<file path="config.mk">
export PLATFORM = sky130hd
export DESIGN_NAME = property_value_store
export DESIGN_NICKNAME = d
export VERILOG_FILES = /design/src/rtl/core/pvs_pkg.sv /design/src/rtl/core/property_value_store.sv /design/src/rtl/core/pvs_cell.sv /design/src/rtl/core/pvs_chain.sv
export SDC_FILE = /design/constraint.sdc
export NUM_CORES = 2
export LEC_CHECK = 0
export BUFFER_PORTS_ARGS = -buffer_cell sky130_fd_sc_hd__buf_2
export CELL_PAD_IN_SITES_DETAIL_PLACEMENT = 1
export CELL_PAD_IN_SITES_GLOBAL_PLACEMENT = 2
export CORE_ASPECT_RATIO = 0.5
export CORE_MARGIN = 2
export CORE_UTILIZATION = 45
export DETAILED_ROUTE_END_ITERATION = 8
export PLACE_DENSITY_LB_ADDON = 0.1
export SLEW_MARGIN = 20
export SYNTH_ARGS = -nofsm -noshare
export SYNTH_HDL_FRONTEND = slang
export SYNTH_SLANG_ARGS = --single-unit
</file>
<file path="constraint.sdc">
create_clock -name clk -period 23.5 [get_ports clk]
set_input_delay 2.35 -clock clk [delete_from_list [all_inputs] [get_ports clk]]
set_output_delay 2.35 -clock clk [all_outputs]
set_load 0.01 [all_outputs]
</file>
<file path="src/rtl/core/pvs_pkg.sv">
// pvs_pkg: shared types, codes and sizes for the property value store
// depends on nothing; imported by pvs_cell, pvs_chain, property_value_store and tb
package pvs_pkg;

  localparam int DEPTH    = 16;
  localparam int MAX_LIST = 16;
  localparam int IDX_W    = (DEPTH > 1) ? $clog2(DEPTH) : 1;
  localparam int CNT_W    = $clog2(DEPTH + 1);
  localparam int NW       = CNT_W + 5;

  typedef enum logic [2:0] {
    ACT_ATTACH  = 3'd0,
    ACT_RAW_SET = 3'd1,
    ACT_CHK_SET = 3'd2,
    ACT_GET     = 3'd3,
    ACT_LIST    = 3'd4
  } action_t;

  typedef enum logic [1:0] {
    ST_OK        = 2'd0,
    ST_INVALID   = 2'd1,
    ST_NOT_FOUND = 2'd2,
    ST_NO_SPACE  = 2'd3
  } status_t;

  typedef enum logic [1:0] {
    S_IDLE = 2'd0,
    S_PASS = 2'd1,
    S_DONE = 2'd2
  } state_t;

  // control from the sequencer to the row of cells
  typedef struct packed {
    logic             shift;
    logic             load;
    logic [IDX_W-1:0] idx;
  } chain_ctl_t;

  // low five bits of an entry count
  function automatic logic [4:0] to_cnt5(input logic [CNT_W-1:0] c);
    logic [CNT_W+4:0] w;
    w = {5'b0, c};
    return w[4:0];
  endfunction

endpackage

</file>
<file path="src/rtl/core/property_value_store.sv">
// property_value_store: top level, request sequencer and output register
// depends on pvs_pkg and pvs_chain
//
//  channel   ports                                   direction
//  in_       valid, stall, action .. range_high      request in
//  out_      valid, stall, status .. last            result out
//
// every request rotates the whole ring once: DEPTH shift steps, then the
// finishing state S_DONE
// a list emits one entry per shift step; a stalled output freezes the ring
// reset clears the sequencer, the entry count and the output valid; the
// entry cells are not cleared, only entries below the count are ever read
// in_stall is high while a request is in progress
module property_value_store
  import pvs_pkg::*;
(
  input  logic        clk,
  input  logic        rst_n,
  input  logic        in_valid,
  output logic        in_stall,
  input  logic [2:0]  in_action,
  input  logic [31:0] in_prop_id,
  input  logic [63:0] in_value,
  input  logic [4:0]  in_list_limit,
  input  logic        in_atomic_flag,
  input  logic        in_immutable_flag,
  input  logic        in_range_flag,
  input  logic [63:0] in_range_low,
  input  logic [63:0] in_range_high,
  output logic        out_valid,
  input  logic        out_stall,
  output logic [1:0]  out_status,
  output logic [63:0] out_read_value,
  output logic [31:0] out_entry_key,
  output logic [63:0] out_entry_value,
  output logic        out_entry_valid,
  output logic [4:0]  out_total_count,
  output logic        out_last
);

  // sequencer state
  state_t           state_r, state_nxt;
  logic [IDX_W-1:0] step_r, step_nxt;
  logic [CNT_W-1:0] count_r, count_nxt;
  logic             found_r, found_nxt;
  logic [63:0]      rd_r, rd_nxt;

  // captured request
  logic [2:0]       act_r, act_nxt;
  logic [31:0]      key_r, key_nxt;
  logic [63:0]      val_r, val_nxt;
  logic [CNT_W-1:0] n_r, n_nxt;
  logic             atomic_r, atomic_nxt;
  logic             immut_r, immut_nxt;
  logic             rbad_r, rbad_nxt;

  // output register
  logic             out_valid_r, out_valid_nxt;
  logic [1:0]       out_status_r, out_status_nxt;
  logic [63:0]      out_rd_r, out_rd_nxt;
  logic [31:0]      out_ekey_r, out_ekey_nxt;
  logic [63:0]      out_eval_r, out_eval_nxt;
  logic             out_evld_r, out_evld_nxt;
  logic [4:0]       out_cnt_r, out_cnt_nxt;
  logic             out_last_r, out_last_nxt;

  chain_ctl_t       ctl;
  logic [63:0]      feed_val;
  logic [31:0]      head_key;
  logic [63:0]      head_val;

  logic             out_free;
  logic             in_table;
  logic             hit;
  logic             ovr_en;
  logic             emit_list;
  logic             advance;
  logic [NW-1:0]    n_wide;
  logic [NW-1:0]    lim_w, cnt_w;

  pvs_chain u_chain (
    .clk      (clk),
    .ctl      (ctl),
    .feed_val (feed_val),
    .ld_key   (key_r),
    .ld_val   (val_r),
    .head_key (head_key),
    .head_val (head_val)
  );

  assign out_free = !out_valid_r || !out_stall;
  assign in_stall = (state_r != S_IDLE);

  // entry at the head during step k is table entry k
  assign in_table  = (CNT_W'(step_r) < count_r);
  assign hit       = in_table && (head_key == key_r);
  assign emit_list = (act_r == ACT_LIST) && (CNT_W'(step_r) < n_r);
  assign advance   = !emit_list || out_free;

  // overwrite of a matching entry is decided before the pass
  always_comb begin
    case (act_r)
      ACT_ATTACH:  ovr_en = 1'b1;
      ACT_RAW_SET: ovr_en = (count_r != '0);
      ACT_CHK_SET: ovr_en = !atomic_r && (count_r != '0) && !immut_r && !rbad_r;
      default:     ovr_en = 1'b0;
    endcase
  end

  // list length: smallest of limit, count and the list cap
  always_comb begin
    lim_w  = NW'(in_list_limit);
    cnt_w  = NW'(count_r);
    n_wide = (lim_w < cnt_w) ? lim_w : cnt_w;
    if (n_wide > NW'(MAX_LIST)) begin
      n_wide = NW'(MAX_LIST);
    end
  end

  always_comb begin
    state_nxt      = state_r;
    step_nxt       = step_r;
    count_nxt      = count_r;
    found_nxt      = found_r;
    rd_nxt         = rd_r;
    act_nxt        = act_r;
    key_nxt        = key_r;
    val_nxt        = val_r;
    n_nxt          = n_r;
    atomic_nxt     = atomic_r;
    immut_nxt      = immut_r;
    rbad_nxt       = rbad_r;
    out_valid_nxt  = out_valid_r && out_stall;
    out_status_nxt = out_status_r;
    out_rd_nxt     = out_rd_r;
    out_ekey_nxt   = out_ekey_r;
    out_eval_nxt   = out_eval_r;
    out_evld_nxt   = out_evld_r;
    out_cnt_nxt    = out_cnt_r;
    out_last_nxt   = out_last_r;
    ctl            = '0;
    feed_val       = head_val;

    case (state_r)
      S_IDLE: begin
        if (in_valid) begin
          act_nxt    = in_action;
          key_nxt    = in_prop_id;
          val_nxt    = in_value;
          n_nxt      = n_wide[CNT_W-1:0];
          atomic_nxt = in_atomic_flag;
          immut_nxt  = in_immutable_flag;
          rbad_nxt   = in_range_flag &&
                       ((in_value < in_range_low) || (in_value > in_range_high));
          step_nxt   = '0;
          found_nxt  = 1'b0;
          rd_nxt     = '0;
          state_nxt  = S_PASS;
        end
      end

      S_PASS: begin
        if (advance) begin
          ctl.shift = 1'b1;
          if (hit) begin
            found_nxt = 1'b1;
            rd_nxt    = head_val;
            if (ovr_en) begin
              feed_val = val_r;
            end
          end
          if (emit_list) begin
            out_valid_nxt  = 1'b1;
            out_status_nxt = ST_OK;
            out_rd_nxt     = '0;
            out_ekey_nxt   = head_key;
            out_eval_nxt   = head_val;
            out_evld_nxt   = 1'b1;
            out_cnt_nxt    = to_cnt5(count_r);
            out_last_nxt   = (CNT_W'(step_r) + CNT_W'(1) == n_r);
          end
          step_nxt = step_r + IDX_W'(1);
          if (step_r == IDX_W'(DEPTH - 1)) begin
            step_nxt  = '0;
            state_nxt = S_DONE;
          end
        end
      end

      S_DONE: begin
        if ((act_r == ACT_LIST) && (n_r != '0)) begin
          // entries already went out during the pass
          state_nxt = S_IDLE;
        end else if (out_free) begin
          out_valid_nxt  = 1'b1;
          out_status_nxt = ST_INVALID;
          out_rd_nxt     = '0;
          out_ekey_nxt   = '0;
          out_eval_nxt   = '0;
          out_evld_nxt   = 1'b0;
          out_last_nxt   = 1'b1;
          case (act_r)
            ACT_ATTACH, ACT_RAW_SET: begin
              if ((act_r == ACT_RAW_SET) && (count_r == '0)) begin
                out_status_nxt = ST_INVALID;
              end else if (found_r) begin
                out_status_nxt = ST_OK;
              end else if (count_r < CNT_W'(DEPTH)) begin
                // append at the end of the table
                ctl.load       = 1'b1;
                ctl.idx        = count_r[IDX_W-1:0];
                count_nxt      = count_r + CNT_W'(1);
                out_status_nxt = ST_OK;
              end else begin
                out_status_nxt = ST_NO_SPACE;
              end
            end
            ACT_CHK_SET: begin
              if (atomic_r || (count_r == '0)) begin
                out_status_nxt = ST_INVALID;
              end else if (!found_r) begin
                out_status_nxt = ST_NOT_FOUND;
              end else if (immut_r || rbad_r) begin
                out_status_nxt = ST_INVALID;
              end else begin
                out_status_nxt = ST_OK;
              end
            end
            ACT_GET: begin
              if (found_r) begin
                out_status_nxt = ST_OK;
                out_rd_nxt     = rd_r;
              end
            end
            ACT_LIST: begin
              out_status_nxt = ST_OK;
            end
            default: begin
              out_status_nxt = ST_INVALID;
            end
          endcase
          out_cnt_nxt = to_cnt5(count_nxt);
          state_nxt   = S_IDLE;
        end
      end

      default: begin
        state_nxt = S_IDLE;
      end
    endcase
  end

  // control state
  always_ff @(posedge clk) begin
    if (!rst_n) begin
      state_r     <= S_IDLE;
      step_r      <= '0;
      count_r     <= '0;
      out_valid_r <= 1'b0;
    end else begin
      state_r     <= state_nxt;
      step_r      <= step_nxt;
      count_r     <= count_nxt;
      out_valid_r <= out_valid_nxt;
    end
  end

  // request and result payload
  always_ff @(posedge clk) begin
    found_r      <= found_nxt;
    rd_r         <= rd_nxt;
    act_r        <= act_nxt;
    key_r        <= key_nxt;
    val_r        <= val_nxt;
    n_r          <= n_nxt;
    atomic_r     <= atomic_nxt;
    immut_r      <= immut_nxt;
    rbad_r       <= rbad_nxt;
    out_status_r <= out_status_nxt;
    out_rd_r     <= out_rd_nxt;
    out_ekey_r   <= out_ekey_nxt;
    out_eval_r   <= out_eval_nxt;
    out_evld_r   <= out_evld_nxt;
    out_cnt_r    <= out_cnt_nxt;
    out_last_r   <= out_last_nxt;
  end

  assign out_valid       = out_valid_r;
  assign out_status      = out_status_r;
  assign out_read_value  = out_rd_r;
  assign out_entry_key   = out_ekey_r;
  assign out_entry_value = out_eval_r;
  assign out_entry_valid = out_evld_r;
  assign out_total_count = out_cnt_r;
  assign out_last        = out_last_r;

`ifndef SYNTHESIS
  // ring must sit at its home position between requests
  a_idle_home: assert property (@(posedge clk) disable iff (!rst_n)
    state_r != S_PASS |-> step_r == '0)
    else $error("ring not at home position outside a pass");

  // the table only grows, one entry at a time
  a_count_step: assert property (@(posedge clk) disable iff (!rst_n)
    $past(rst_n) && (count_r != $past(count_r)) |-> count_r == $past(count_r) + CNT_W'(1))
    else $error("entry count moved by other than one");

  // no append into a full table
  a_no_overflow: assert property (@(posedge clk) disable iff (!rst_n)
    ctl.load |-> count_r < CNT_W'(DEPTH))
    else $error("append with the table full");

  // a full rotation ends in the finishing state
  a_pass_end: assert property (@(posedge clk) disable iff (!rst_n)
    state_r == S_PASS && advance && step_r == IDX_W'(DEPTH - 1) |=> state_r == S_DONE)
    else $error("pass did not end after a full rotation");
`endif

endmodule

</file>
<file path="src/rtl/core/pvs_cell.sv">
// pvs_cell: one table entry, a key and a value
// depends on pvs_pkg (imported, no items used)
module pvs_cell
  import pvs_pkg::*;
(
  input  logic        clk,
  input  logic        shift,
  input  logic [31:0] sh_key,
  input  logic [63:0] sh_val,
  input  logic        load,
  input  logic [31:0] ld_key,
  input  logic [63:0] ld_val,
  output logic [31:0] key,
  output logic [63:0] val
);

  logic [31:0] key_r;
  logic [63:0] val_r;
  logic [31:0] key_nxt;
  logic [63:0] val_nxt;

  always_comb begin
    key_nxt = key_r;
    val_nxt = val_r;
    if (shift) begin
      key_nxt = sh_key;
      val_nxt = sh_val;
    end else if (load) begin
      key_nxt = ld_key;
      val_nxt = ld_val;
    end
  end

  always_ff @(posedge clk) begin
    key_r <= key_nxt;
    val_r <= val_nxt;
  end

  assign key = key_r;
  assign val = val_r;

endmodule

</file>
<file path="src/rtl/core/pvs_chain.sv">
// pvs_chain: ring of DEPTH entry cells, cell 0 is the head
// depends on pvs_pkg and pvs_cell
module pvs_chain
  import pvs_pkg::*;
(
  input  logic        clk,
  input  chain_ctl_t  ctl,
  input  logic [63:0] feed_val,
  input  logic [31:0] ld_key,
  input  logic [63:0] ld_val,
  output logic [31:0] head_key,
  output logic [63:0] head_val
);

  logic [31:0] key_q [DEPTH];
  logic [63:0] val_q [DEPTH];

  for (genvar i = 0; i < DEPTH; i++) begin : g_cell
    logic [31:0] nb_key;
    logic [63:0] nb_val;
    logic        ld_hit;

    // head entry wraps round to the tail, value possibly replaced
    if (i == DEPTH - 1) begin : g_tail
      assign nb_key = key_q[0];
      assign nb_val = feed_val;
    end else begin : g_mid
      assign nb_key = key_q[i+1];
      assign nb_val = val_q[i+1];
    end

    assign ld_hit = ctl.load && (ctl.idx == IDX_W'(i));

    pvs_cell u_cell (
      .clk    (clk),
      .shift  (ctl.shift),
      .sh_key (nb_key),
      .sh_val (nb_val),
      .load   (ld_hit),
      .ld_key (ld_key),
      .ld_val (ld_val),
      .key    (key_q[i]),
      .val    (val_q[i])
    );
  end

  assign head_key = key_q[0];
  assign head_val = val_q[0];

endmodule

</file>
==> results_dict.tcl <==
set metrics [dict create \
    globalplace.congestion 0.7768 \
    ctsResizeCount 0 \
    hold_viol_final 0 \
    grtUsageTotal_pct 22.21 \
    clkTransAtPathRegs_ns 0.06 \
    grt_pass1_vias 43110 \
    drv_slew 0 \
    die_x_um 588.5 \
    dr.pass1.iters 5 \
    yosysUniqueCellTypes 56 \
    critPathLaunchType "input pin" \
    drt-total-wl_um 195600 \
    clock-sinks 1889 \
    layout-drive-gt1-share_pct 14.45 \
    tritoncts "done" \
    grt_pass1_wl_um 286600 \
    rsz0062_at_grt "false" \
    fin_ws_ns 17.08 \
    postSynthAreaPerCell_um2 16.12 \
    post_drt_wl_per_cell_um 26.10 \
    fin_area_um2 86370 \
    endpoint_kind "flop" \
    synthCells 4767 \
    root_buffer "clkbuf_16" \
    grtUsageMet2_pct 36.22 \
    swShare_pct 32.58 \
    drc 0 \
    tightest_slew_ns 1.080 \
    htreeDepth 4 \
    maxCapViolCount 0 \
    path_class "input pin to flop" \
    period_share_pct 27.32 \
    grtUsageMet1_pct 31.67 \
    worstPathMaxFanout 182 \
    initial_core_util_pct 45.24 \
    final_cells 7495 \
    finalSetupViolCount 0 \
    antenna_found_initial 19 \
    hold_buffers 0 \
    internal-power_mw 8.218 \
    synth_edf_count 1877 \
    switchingPower_mw 3.971 \
    synthArstFlopShare_pct 0 \
    dp.cells 7184 \
    fin_worst_skew_ns 0.03759 \
    ant_nets 0 \
    slew-limit-headroom_pct 27.84 \
    rrSetupSlack_ns 17.64 \
    finalCriticalPeriod_ns 6.419 \
    syn_to_final_growth_pct 12.38 \
    synth_warnings 0 \
    io_buffers 409 \
    fp-row-count 107 \
    viasPerCell 5.539 \
    hold_path_class "flop to flop" \
    ys_ff_latch 1889 \
    numCtsBuffers 179 \
    p_seq_share_pct 49.1 \
    p_clk_share_pct 22.5 \
    setup-tns-final_ns 0 \
    fmax_mhz 155.8 \
    leakage_nw 37.15 \
    die_area_um2 174300 \
    power_mw 12.19 \
    timing.hold.ws_ns 0.5008 \
    drt-initial-drc-count 3328 \
    crit_arrival_ns 6.98 \
    final_core_util_pct 50.84 \
    clockBufferDepth 4 \
    power_density_nw_per_um2 141.1 \
    outcome "finished clean" \
    place_hpwl_um 106800 \
    grt_max_degree 211 \
    synth_area_um2 76860 \
    core-area_um2 169900 \
    grt_overflow 0 \
    postCtsSetupBuffers 0 \
    final_cell_mix "edfxtp_1, a21o_1, buf_2" \
    combPwrFrac_pct 28.4 \
    vias 41510 \
    ios 410 \
    pre_cts_ws_ns 16.34 \
    dpl-instance-area_um2 81040 \
    layout_commonest_cell "edfxtp_1" \
    synth-main-ff-cell "edfxtp_1" \
    grtUsageMet3_pct 3.689 \
    crit_required_ns 24.06 \
    busiest_layer "met2" \
    yosysSeqAreaShare_pct 73.65 \
    die_y_um 296.2 \
    fill_cells 15940 \
    peakVddDrop_v 0.0001210 \
    synth_nets 5151 \
    clk_latency_ns 0.82 \
    final_nets 5460 \
]
## cells in the mapped netlist, types with 2 or more instances
| cell type | instances | area, um^2 |
|---|---|---|
| buf_6 | 9 | 101.4 |
| o21bai_1 | 4 | 30.03 |
| o31ai_1 | 2 | 15.01 |
| mux2i_1 | 7 | 70.07 |
| nand4b_1 | 2 | 17.52 |
| or3_1 | 5 | 31.28 |
| and2b_1 | 52 | 390.4 |
| nand2_1 | 33 | 123.9 |
| and3_1 | 6 | 37.54 |
| nor2_1 | 25 | 93.84 |
| o211ai_1 | 4 | 30.03 |
| and4_1 | 2 | 17.52 |
| a211oi_1 | 9 | 67.56 |
| buf_1 | 15 | 56.30 |
| buf_4 | 4 | 30.03 |
| nand4_1 | 37 | 231.5 |
| or4b_2 | 2 | 20.02 |
| o31a_1 | 2 | 17.52 |
| a31oi_1 | 4 | 25.02 |
| a21oi_1 | 60 | 300.3 |
| a221oi_1 | 6 | 52.55 |
| clkbuf_1 | 96 | 360.4 |
| mux2_2 | 6 | 67.56 |
| buf_2 | 218 | 1091 |
| inv_1 | 147 | 551.8 |
| dfxtp_1 | 12 | 240.2 |
| or4_1 | 2 | 15.01 |
| nand2b_1 | 6 | 37.54 |
| nand3_1 | 28 | 140.1 |
| xnor2_1 | 38 | 332.8 |
| nor4_1 | 6 | 37.54 |
| and2_1 | 131 | 819.5 |
| mux2_1 | 60 | 675.7 |
| nor2b_1 | 145 | 907.1 |
| a21o_1 | 1496 | 11230 |
| o2111ai_1 | 3 | 26.28 |
| nor3_1 | 5 | 25.02 |
| edfxtp_1 | 1877 | 56360 |
| ha_1 | 145 | 1814 |
| nor3b_1 | 2 | 15.01 |
| o21ai_0 | 39 | 195.2 |
## power by group through the flow
stage                     Combinational, mW  Sequential [mW]  Clock (mW)
after floorplan                        2.20             6.29           0
after global placement                 3.37             6.03           0
after detailed placement               3.49             6.06           0
after CTS                              3.52             6.01        2.81
after global routing                   3.76             6.10        2.94
final                                  3.46             5.99        2.74
## logic make-up after synthesis
kind of cell	share of synthesized area (%)
mux	1.058
xor+xnor	0.4444
compound gates	15.76
flops	73.65
buf+inv	2.851
simple gates	3.883
fa+ha+maj	2.361
## layer usage
metal  wire length, um  vias to the layer above
met5                38                        -
met4              3187                        6
met3              8952                      229
met2             92990                      805
met1             90450                    21870
li1                  -                    18610
## registers in the layout, indices dropped and copies added (netlist names), 3 cells and up
name                       count
u_chain.g_cell.u_cell.val   1024
u_chain.g_cell.u_cell.key    512
out_entry_value               64
out_read_value                64
rd_r                          64
val_r                         64
key_r                         32
out_entry_key                 32
count_r                        5
n_r                            5
out_total_count                5
step_r                         4
act_r                          3
## final cells by class
class	count	area (um^2)	area share, %
clock buffers	231	4727	5.473
well taps	2289	2864	3.316
flip-flops and latches	1889	56600	65.53
repair buffers	470	2680	3.103
inverters	147	551.8	0.6388
multi-input cells	2389	18380	21.28
clock inverters	77	556.8	0.6446
diodes	3	7.507	0.008691
## critical path: stages
cell and delay, ns:
buf_2 0.11, nand2_1 0.21, o31a_2 0.25, buf_12 0.55
buf_4 0.66, buf_4 0.66, buf_4 0.60, buf_4 0.66
and2b_1 0.44, a21o_1 0.25
## path summary, 6_finish.rpt
| kind | startpoint | end | cells past startpoint |
|---|---|---|---|
| worst max-delay path | out_stall | u_chain.g_cell[5].u_cell.val[41] | 10 |
| worst min-delay path | u_chain.g_cell[13].u_cell.val[50] | u_chain.g_cell[12].u_cell.val[50] | 1 |
| worst max register to register | n_r[1] | u_chain.g_cell[5].u_cell.val[41] | 14 |
| worst min register to register | u_chain.g_cell[13].u_cell.val[50] | u_chain.g_cell[12].u_cell.val[50] | 1 |
Note: power is estimated with default switching activity, not from simulation.
